## src/rtl/pptc_pkg.sv

```systemverilog
// ----------------------------------------------------------------------------
// pptc_pkg
// Shared types and constants of the port/protocol traffic classifier.
// ----------------------------------------------------------------------------
package pptc_pkg;

    typedef enum logic [2:0] {
        OP_SET_CLASS   = 3'd0,
        OP_DEL_CLASS   = 3'd1,
        OP_QUERY_CLASS = 3'd2,
        OP_SET_DEFAULT = 3'd3,
        OP_SET_RULE    = 3'd4,
        OP_DEL_RULE    = 3'd5,
        OP_QUERY_RULE  = 3'd6,
        OP_CLASSIFY    = 3'd7
    } opcode_t;

    typedef enum logic [2:0] {
        ST_OK       = 3'd0,
        ST_RANGE    = 3'd1,
        ST_INACTIVE = 3'd2,
        ST_FULL     = 3'd3,
        ST_NOMATCH  = 3'd4
    } status_t;

    typedef enum logic [1:0] {
        S_IDLE,
        S_SCAN,
        S_DONE
    } fsm_t;

    localparam logic [7:0]  NULL_CLASS   = 8'd255;
    localparam logic [7:0]  PROTO_TCP    = 8'h06;
    localparam logic [7:0]  PROTO_UDP    = 8'h11;
    localparam logic [15:0] ETH_HDR_LEN  = 16'd14;
    localparam logic [15:0] PROTO_POS    = 16'd23;
    localparam logic [15:0] PORT_POS     = 16'd36;
    localparam logic [3:0]  IPV4_VERSION = 4'h4;

    // key travelling down the rule chain
    typedef struct packed {
        logic        wr_set;
        logic        wr_del;
        logic [15:0] port;
        logic        tcp;
        logic [7:0]  cls;
    } rule_key_t;

    // running search result handed from cell to cell
    typedef struct packed {
        logic       eq_found;
        logic       eq_valid;
        logic [7:0] eq_class;
        logic       free_found;
        logic       del_found;
        logic       claimed;
    } rule_scan_t;

endpackage

```

## src/rtl/pptc_rule_cell.sv

```systemverilog
// ----------------------------------------------------------------------------
// pptc_rule_cell
// One rule entry: compares the key, passes the running match to its neighbor
// and applies insert or delete when it is the first eligible entry.
// ----------------------------------------------------------------------------
module pptc_rule_cell
(
    input  logic                  clk,
    input  logic                  rst_n,
    input  logic                  commit,
    input  pptc_pkg::rule_key_t   key,
    input  pptc_pkg::rule_scan_t  scan_in,
    output pptc_pkg::rule_scan_t  scan_out
);
    import pptc_pkg::*;

    logic [15:0] port_reg;
    logic        tcp_reg;
    logic [7:0]  class_reg;
    logic        valid_reg;
    logic        eq;
    logic        take_set;
    logic        take_del;

    assign eq       = (port_reg == key.port) && (tcp_reg == key.tcp);
    assign take_set = !scan_in.claimed && (eq || !valid_reg);
    assign take_del = !scan_in.del_found && valid_reg && eq && (class_reg == key.cls);

    always_comb
    begin
        scan_out = scan_in;
        if (!scan_in.eq_found && eq)
        begin
            scan_out.eq_found = 1'b1;
            scan_out.eq_valid = valid_reg;
            scan_out.eq_class = class_reg;
        end
        if (take_set)
        begin
            scan_out.claimed = 1'b1;
        end
        if (!valid_reg)
        begin
            scan_out.free_found = 1'b1;
        end
        if (take_del)
        begin
            scan_out.del_found = 1'b1;
        end
    end

    always_ff @(posedge clk or negedge rst_n)
    begin
        if (!rst_n)
        begin
            port_reg  <= '0;
            tcp_reg   <= 1'b0;
            class_reg <= '0;
            valid_reg <= 1'b0;
        end
        else if (commit)
        begin
            if (key.wr_set && take_set)
            begin
                port_reg  <= key.port;
                tcp_reg   <= key.tcp;
                class_reg <= key.cls;
                valid_reg <= 1'b1;
            end
            else if (key.wr_del && take_del)
            begin
                valid_reg <= 1'b0;
            end
        end
    end

endmodule

```

## src/rtl/pptc_rule_chain.sv

```systemverilog
// ----------------------------------------------------------------------------
// pptc_rule_chain
// Row of rule cells; the first cell in the row has priority.
// ----------------------------------------------------------------------------
module pptc_rule_chain #(
    parameter int RULE_ENTRIES = 16
)
(
    input  logic                  clk,
    input  logic                  rst_n,
    input  logic                  commit,
    input  pptc_pkg::rule_key_t   key,
    output pptc_pkg::rule_scan_t  scan
);
    import pptc_pkg::*;

    rule_scan_t link [RULE_ENTRIES+1];

    assign link[0] = '0;

    for (genvar i = 0; i < RULE_ENTRIES; i++)
    begin : g_cell
        pptc_rule_cell u_cell (
            .clk      (clk),
            .rst_n    (rst_n),
            .commit   (commit),
            .key      (key),
            .scan_in  (link[i]),
            .scan_out (link[i+1])
        );
    end

    assign scan = link[RULE_ENTRIES];

endmodule

```

## src/rtl/port_protocol_traffic_classifier_top.sv

```systemverilog
// ----------------------------------------------------------------------------
// port_protocol_traffic_classifier_top
// Class table, default class and a chain of rule cells behind valid/ready.
// ----------------------------------------------------------------------------
// The input transfer is captured in S_IDLE, the rule cell chain is scanned and
// committed in S_SCAN, and the result is held valid in S_DONE. Only one item is
// in flight: in_ready is high only in S_IDLE, so a new item is not taken until
// the result has been accepted with out_ready.
// Reset: all rules and classes inactive, default class null, enable low.
module port_protocol_traffic_classifier_top #(
    parameter int RULE_ENTRIES = 16,
    parameter int NUM_CLASSES  = 16
)
(
    input  logic        clk,
    input  logic        rst_n,
    input  logic        psel,
    input  logic        penable,
    input  logic        pwrite,
    input  logic [1:0]  paddr,
    input  logic [31:0] pwdata,
    output logic [31:0] prdata,
    output logic        pready,
    input  logic        in_valid,
    output logic        in_ready,
    input  logic [2:0]  opcode,
    input  logic [7:0]  class_id,
    input  logic [7:0]  param_k,
    input  logic [7:0]  param_h,
    input  logic [15:0] timeout_value,
    input  logic [15:0] port_number,
    input  logic        tcp_flag,
    input  logic [15:0] packet_length,
    input  logic [7:0]  ip_first_byte,
    input  logic [7:0]  ip_protocol_byte,
    output logic        out_valid,
    input  logic        out_ready,
    output logic [2:0]  status,
    output logic [7:0]  result_class,
    output logic [7:0]  out_k,
    output logic [7:0]  out_h,
    output logic [15:0] out_timeout
);
    import pptc_pkg::*;

    localparam int CW = (NUM_CLASSES > 1) ? $clog2(NUM_CLASSES) : 1;

    fsm_t        state_reg, state_next;
    logic        enable_reg;
    logic [7:0]  default_reg;
    logic [7:0]  k_mem   [NUM_CLASSES];
    logic [7:0]  h_mem   [NUM_CLASSES];
    logic [15:0] t_mem   [NUM_CLASSES];
    logic [NUM_CLASSES-1:0] cvalid_reg;

    opcode_t     op_reg;
    logic [7:0]  cid_reg, pk_reg, ph_reg;
    logic [15:0] pt_reg, port_reg, plen_reg;
    logic        tcp_reg;
    logic [7:0]  b14_reg, b23_reg;

    logic [2:0]  status_reg;
    logic [7:0]  rc_reg, ok_reg, oh_reg;
    logic [15:0] ot_reg;

    rule_key_t   key;
    rule_scan_t  scan;
    logic        commit;
    logic        cid_in_range;
    logic [CW-1:0] cidx;
    logic        cls_active;
    status_t     chk;
    logic        cls_ok;
    logic        pkt_ipv4, pkt_proto_ok, pkt_tcp, pkt_lookup;
    logic [7:0]  lookup_class;
    status_t     st_c;
    logic [7:0]  rc_c, ok_c, oh_c;
    logic [15:0] ot_c;

    assign pready = 1'b1;
    assign prdata = {31'd0, enable_reg};

    always_ff @(posedge clk or negedge rst_n)
    begin
        if (!rst_n)
        begin
            enable_reg <= 1'b0;
        end
        else if (psel && penable && pwrite && paddr == 2'd0)
        begin
            enable_reg <= pwdata[0];
        end
    end

    assign in_ready  = (state_reg == S_IDLE);
    assign out_valid = (state_reg == S_DONE);

    always_comb
    begin
        state_next = state_reg;
        case (state_reg)
            S_IDLE:  if (in_valid) state_next = S_SCAN;
            S_SCAN:  state_next = S_DONE;
            S_DONE:  if (out_ready) state_next = S_IDLE;
            default: state_next = S_IDLE;
        endcase
    end

    always_ff @(posedge clk or negedge rst_n)
    begin
        if (!rst_n)
        begin
            state_reg <= S_IDLE;
        end
        else
        begin
            state_reg <= state_next;
        end
    end

    always_ff @(posedge clk)
    begin
        if (in_valid && in_ready)
        begin
            op_reg   <= opcode_t'(opcode);
            cid_reg  <= class_id;
            pk_reg   <= param_k;
            ph_reg   <= param_h;
            pt_reg   <= timeout_value;
            port_reg <= port_number;
            tcp_reg  <= tcp_flag;
            plen_reg <= packet_length;
            b14_reg  <= ip_first_byte;
            b23_reg  <= ip_protocol_byte;
        end
    end

    assign cid_in_range = ({1'b0, cid_reg} < 9'(NUM_CLASSES));
    assign cidx         = cid_reg[CW-1:0];
    assign cls_active   = cid_in_range && cvalid_reg[cidx];

    always_comb
    begin
        if (cid_reg == NULL_CLASS) chk = ST_OK;
        else if (!cid_in_range)    chk = ST_RANGE;
        else if (!cls_active)      chk = ST_INACTIVE;
        else                       chk = ST_OK;
    end
    assign cls_ok = (chk == ST_OK);

    assign pkt_ipv4     = (plen_reg >= ETH_HDR_LEN) && (b14_reg[7:4] == IPV4_VERSION);
    assign pkt_proto_ok = (b23_reg == PROTO_TCP) || (b23_reg == PROTO_UDP);
    assign pkt_tcp      = (b23_reg == PROTO_TCP);
    assign pkt_lookup   = pkt_ipv4 && (plen_reg >= PROTO_POS) && pkt_proto_ok;

    always_comb
    begin
        key.wr_set = (op_reg == OP_SET_RULE) && cls_ok;
        key.wr_del = (op_reg == OP_DEL_RULE);
        key.cls    = cid_reg;
        if (op_reg == OP_CLASSIFY)
        begin
            key.port = (plen_reg < PORT_POS) ? 16'd0 : port_reg;
            key.tcp  = pkt_tcp;
        end
        else
        begin
            key.port = port_reg;
            key.tcp  = tcp_reg;
        end
    end

    assign commit = (state_reg == S_SCAN);

    pptc_rule_chain #(
        .RULE_ENTRIES (RULE_ENTRIES)
    ) u_chain (
        .clk    (clk),
        .rst_n  (rst_n),
        .commit (commit),
        .key    (key),
        .scan   (scan)
    );

    always_comb
    begin
        if (!enable_reg)                        lookup_class = NULL_CLASS;
        else if (scan.eq_found && scan.eq_valid) lookup_class = scan.eq_class;
        else                                     lookup_class = default_reg;
    end

    always_comb
    begin
        st_c = ST_OK;
        rc_c = NULL_CLASS;
        ok_c = '0;
        oh_c = '0;
        ot_c = '0;
        case (op_reg)
            OP_SET_CLASS, OP_DEL_CLASS:
            begin
                if (!cid_in_range) st_c = ST_RANGE;
            end
            OP_QUERY_CLASS:
            begin
                if (!cid_in_range)    st_c = ST_RANGE;
                else if (!cls_active) st_c = ST_INACTIVE;
                else
                begin
                    rc_c = cid_reg;
                    ok_c = k_mem[cidx];
                    oh_c = h_mem[cidx];
                    ot_c = t_mem[cidx];
                end
            end
            OP_SET_DEFAULT: st_c = chk;
            OP_SET_RULE:
            begin
                if (!cls_ok)             st_c = chk;
                else if (!scan.claimed)  st_c = ST_FULL;
            end
            OP_DEL_RULE:
            begin
                if (!scan.del_found) st_c = ST_NOMATCH;
            end
            OP_QUERY_RULE: rc_c = lookup_class;
            OP_CLASSIFY:   rc_c = pkt_lookup ? lookup_class : default_reg;
            default:       st_c = ST_OK;
        endcase
    end

    always_ff @(posedge clk or negedge rst_n)
    begin
        if (!rst_n)
        begin
            default_reg <= NULL_CLASS;
            cvalid_reg  <= '0;
        end
        else if (commit)
        begin
            if (op_reg == OP_SET_DEFAULT && cls_ok)
            begin
                default_reg <= cid_reg;
            end
            if (op_reg == OP_SET_CLASS && cid_in_range)
            begin
                cvalid_reg[cidx] <= 1'b1;
            end
            if (op_reg == OP_DEL_CLASS && cid_in_range)
            begin
                cvalid_reg[cidx] <= 1'b0;
            end
        end
    end

    always_ff @(posedge clk)
    begin
        if (commit && op_reg == OP_SET_CLASS && cid_in_range)
        begin
            k_mem[cidx] <= pk_reg;
            h_mem[cidx] <= ph_reg;
            t_mem[cidx] <= pt_reg;
        end
        if (commit)
        begin
            status_reg <= st_c;
            rc_reg     <= rc_c;
            ok_reg     <= ok_c;
            oh_reg     <= oh_c;
            ot_reg     <= ot_c;
        end
    end

    assign status       = status_reg;
    assign result_class = rc_reg;
    assign out_k        = ok_reg;
    assign out_h        = oh_reg;
    assign out_timeout  = ot_reg;

endmodule

```

## config.mk

```make
export PLATFORM = sky130hd
export DESIGN_NAME = port_protocol_traffic_classifier_top
export DESIGN_NICKNAME = d
export VERILOG_FILES = /design/src/rtl/pptc_pkg.sv /design/src/rtl/pptc_rule_cell.sv /design/src/rtl/pptc_rule_chain.sv /design/src/rtl/port_protocol_traffic_classifier_top.sv
export SDC_FILE = /design/constraint.sdc
export NUM_CORES = 2
export LEC_CHECK = 0
export BUFFER_PORTS_ARGS = -buffer_cell sky130_fd_sc_hd__buf_2
export CORE_UTILIZATION = 63
export CTS_CLUSTER_DIAMETER = 100
export DETAILED_ROUTE_END_ITERATION = 10
export PLACE_DENSITY = 0.81
export SYNTH_ARGS = -nofsm -noshare
export SYNTH_HDL_FRONTEND = slang
export SYNTH_HIERARCHICAL = 1
export SYNTH_SLANG_ARGS = --single-unit
```

## constraint.sdc

```tcl
create_clock -name clk -period 17 [get_ports clk]
set_input_delay 2.55 -clock clk [delete_from_list [all_inputs] [get_ports clk]]
set_output_delay 2.55 -clock clk [all_outputs]
set_load 0.01 [all_outputs]
```

; Yosys cells after proc, flatten, opt, wreduce, memory -nomap -nowiden
; Memories as Yosys holds them, arrays and structs flattened. A register that Yosys moved wholly into a read port is not among the register bits.
; Index checks and enable logic that the tools add are counted.
[op_classes]
magnitude_cmp = 6
eq_ne = 63
n_mux = 108
bitwise_logic = 3
reduce_logical = 278
[op_table]
columns = cell, n
row1 = == test 16 bit, 16
row2 = 2-to-1 mux 10 bit, 16
row3 = logical AND 1 bit, 141
row4 = == test 8 bit, 16
row5 = 2-to-1 mux 1 bit, 69
row6 = AND reduction 2 bit, 34
row7 = logical NOT 1 bit, 64
row8 = 2-to-1 mux 16 bit, 4
row9 = 2-to-1 mux 8 bit, 5
row10 = nonzero test 2 bit, 16
row11 = case mux 8 bit (3 select lines), 1
row12 = logical OR 1 bit, 17
row13 = 2-to-1 mux 17 bit, 1
row14 = AND 16 bit, 1
row15 = == test 1 bit, 16
row16 = ">= comparator 16 x 4 -> 1 bit, second input constant", 1
row17 = ">= comparator 16 x 5 -> 1 bit, second input constant", 1
row18 = "less-than comparator 16 x 6 -> 1 bit, second input constant", 1
row19 = NOT 16 bit, 1
row20 = bitwise OR 16 bit, 1
row21 = case mux 3 bit (5 select lines), 1
row22 = "== test 3 bit, second input constant", 4
row23 = 2-to-1 mux 2 bit, 6
row24 = "== test 8 x 3 -> 1 bit, second input constant", 1
row25 = 20 further kinds, 24
[word_totals]
reg_bits = 546
ramBits = 512
elab_cells = 541
n_memories = 3
[mem_list]
columns = memory, depth, word_bits, read_ports, rd_ports_with_merged_regs, wr, line
row1 = t_mem, 16, 16, 1, 1, 1, port_protocol_traffic_classifier_top.sv:53  ; logic [15:0] t_mem [NUM_CLASSES];
row2 = h_mem, 16, 8, 1, 1, 1, port_protocol_traffic_classifier_top.sv:52  ; logic [7:0] h_mem [NUM_CLASSES];
row3 = k_mem, 16, 8, 1, 1, 1, port_protocol_traffic_classifier_top.sv:51  ; logic [7:0] k_mem [NUM_CLASSES];

; Longest topological paths before layout
[depth]
depth_word = 85
ltp_mapped = 44
depth_no_buf = 41

; Hierarchy
; The synthesis kept the hierarchy.
[modules_own_cells]
columns = mod, n_inst, cells_per_inst, area_per_inst_um2
row1 = pptc_rule_cell, 16, 257, 2277.2
row2 = port_protocol_traffic_classifier_top, 1, 1181, 25813.5
row3 = pptc_rule_chain, 1, 1, 3.8

; Least setup slack after synthesis
; OpenSTA, ideal clock, no wires.
[synth_path]
path_kind = register to register
start = reg op_reg[2]
end = reg u_chain.g_cell[15].u_cell.port_reg[14]
arrival_time_ns = 12.061
t_required_ns = 16.876
setup_slack_ns = 4.815
path_stages_with_launch = 32
n_path_buf = 5
period_less_slack_ns = 12.185
path_cell_list = edfxtp_1 buf_2 and2_1 nand2_1 nor3_1 clkbuf_1 nor2b_1 xor2_1 nor4_2 nand3_2 buf_2 nor2_1 or3b_2 or3b_2 or3b_2 or3b_2 or3b_2 or3b_2 or3b_2 or3b_2 or3b_2 or3b_2 or3b_2 or3b_2 or3b_2 or3b_2 or3b_2 or2_2 clkbuf_1 clkbuf_1 a221o_1 a211o_1
[synth_lines]
columns = element, line
row1 = from (decl), port_protocol_traffic_classifier_top.sv:56  ; opcode_t op_reg;
row2 = from (signal assigned), port_protocol_traffic_classifier_top.sv:125  ; op_reg <= opcode_t'(opcode);
row3 = to (signal assigned), pptc_rule_cell.sv:65  ; port_reg <= key.port;
row4 = to (decl), pptc_rule_cell.sv:17  ; logic [15:0] port_reg;

==> results by group <==
Critical path
  – R2r startpoint: plen_reg[15]
  – Reg2reg path depth: 29
  – Reg2reg setup slack: 4240 ps
  – Crit Path Max Fanout: 53
  – CP most frequent cell: or3b_2
  – Critical-path top delay cell: or2_2
  – Worst Path Required: around 18000 ps
  – Crit. End Element: flop
  – Worst R2R End: u_chain/g_cell[15].u_cell/port_reg[4]
  – CP arrival: 13340 ps
  – Worst path max stage delay: 690 ps
  – Startpoint Class: flop
  – Critical Setup Path Class: reg2reg

Yosys
  – Post-synthesis instance total: 5278
  – Yosys synthesis warning count: 6
  – Syn avg cell area: 11.8 sq um
  – Mapped cell area: roughly 62000 sq um

Clock network
  – Hold Buf Count CTS: 0
  – CTS H-Tree Depth: 3
  – Worst-path clk slew: 70 ps
  – Clock Latency Late Sink: roughly 790 ps
  – CTS Root Cell: clkbuf_16
  – Clock tree buffer depth: 3
  – Clock sinks: 1086
  – Post-CTS setup buffer count: 0
  – Post-CTS sizing: 0
  – CTS tree: built
  – Num CTS Buffers: about 110

Pwr
  – Worst IR Drop VDD: ~120 uV
  – Final total power: 6.76 mW
  – Lkg Pwr: around 28 nW
  – Cell Pwr Density: roughly 100 nW/um^2

Drt
  – Final wirelength: 180000 microns
  – Vias per cell: just over 7
  – DR WL/cell: 27.2 microns
  – DR vias: 47200
  – Post-route ant nets: 0
  – DR iter-0 viols: 6839
  – Detailed Routing Iterations Pass 1: 8
  – Drt drc: 0

STA
  – RSZ-0062 raised after global routing: false
  – Fin crit share: 75.1%
  – Slew HR: 26.0%
  – # setup viols final: 0
  – Fin. Hold Viols: 0
  – Fmax achieved: ~80 MHz
  – Final setup TNS: 0 ps
  – Clk_skew: 103 ps
  – Least-Margin Pin Slew: 1110 ps
  – Max Slew Vio Count: 0
  – Clock period minus worst slack: 12760 ps

Placement
  – Final RePlAce weighted congestion: 0.907
  – PortBufs: 143
  – HPWL after detailed placement: 99000 microns

Global route
  – Via count of the first global-routing pass: 44700
  – Initial antenna violation count: 2
  – First-pass GRT wire length: 271000 microns
  – GRT Residual Overflow: 0
  – Overall Global Routing Usage: 35.6%
  – Pin count of the biggest net entering global routing: roughly 110

Floorplanning
  – Die Ht: 316 microns
  – Die area: 99900 sq um
  – Row cnt: 114
  – Die width: 316 microns
  – Initial Util: 64.0%
  – Ports: 211
  – Core Region: 97100 sq um

Final layout
  – Most frequent cells in the layout: 643 x edfxtp_1, 489 x nand2_1, 440 x nor3_1, 435 x dfrtp_1, 421 x nor3b_1
  – Nets: 5370
  – Layout cells sized above 1: 17.3%
  – Commonest non-fill, non-tap cell in the layout: edfxtp_1
  – Area grow syn2layout: 9.30%

Run
  – Max-Cap Viols: 0

Worst hold path
  – Worst hold start: cvalid_reg[3]
  – Worst Hold Depth: 1
  – Hold Path End: cvalid_reg[3]
  – Worst min-delay path class: reg2reg

Run status
  – Status: complete, no violations
[worst max-delay path: cells and delay by family (launching register included)]
kind | cells | cell delay (ps)
xor gates and xnor gates | 1 | 250
DFF | 1 | 370
AOI/OAI and AO/OA | 2 | 760
and+or+nand+nor | 23 | 9790
buffers and inverters | 3 | 1290
[routing by layer]
layer | track usage (%) | vias up | wire length, microns
met2 | 54.8 | 2988 | 83500
met4 | 20.2 | 2 | 10900
met1 | 47.4 | 23500 | 67800
met3 | 6.99 | 650 | 17900
li1 | - | 20100 | -
met5 | 0 | - | 13
[area by class of cell]
| cell class | count | area, sq um |
|---|---|---|
| diodes | 4 | 10.0 |
| well taps | 1276 | 1600 |
| clock inverters | 69 | 913 |
| flip-flops and latches | 1086 | 30400 |
| multi-input cells | 3741 | 30000 |
| repair buffers | 287 | 1920 |
| inverters | 10 | 40.0 |
| fillers | 6410 | 29200 |
| clock buffers | 141 | 3000 |
[worst max-delay path by stage]
stage	slack, ps	end	cells after the start	from
after floorplan	4820	u_chain/g_cell[15].u_cell/port_reg[14]	31	op_reg[2]
after global placement	4730	u_chain/g_cell[15].u_cell/port_reg[3]	29	plen_reg[11]
after detailed placement	4550	u_chain/g_cell[15].u_cell/port_reg[5]	29	plen_reg[15]
after CTS	4440	u_chain/g_cell[15].u_cell/port_reg[5]	29	plen_reg[15]
after global routing	3990	u_chain/g_cell[15].u_cell/port_reg[5]	29	plen_reg[15]
final	4240	u_chain/g_cell[15].u_cell/port_reg[4]	29	plen_reg[15]
[through the flow]
stage | utilization (%) | instances | area [sq um] | setup WS (ps) | hold slack, ps
floorplan | - | 5323 | 62300 | 4820 | 460
global placement | 65.9 | 6400 | 64000 | 4730 | 473
detailed placement | 65.9 | 6400 | 64000 | 4550 | 483
CTS | 69.9 | 6610 | 67900 | 4440 | 498
global route | 69.9 | 6610 | 67900 | 3990 | 507
finish | 69.9 | 6614 | 67900 | 4240 | 494
[report_power, final]
group | switching (mW) | total [mW] | internal, mW
sequential | 0.0957 | 3.04 | 2.94
combinational | 0.700 | 1.09 | 0.386
clock | 1.13 | 2.64 | 1.50
Note: power is estimated with default switching activity, not from simulation.
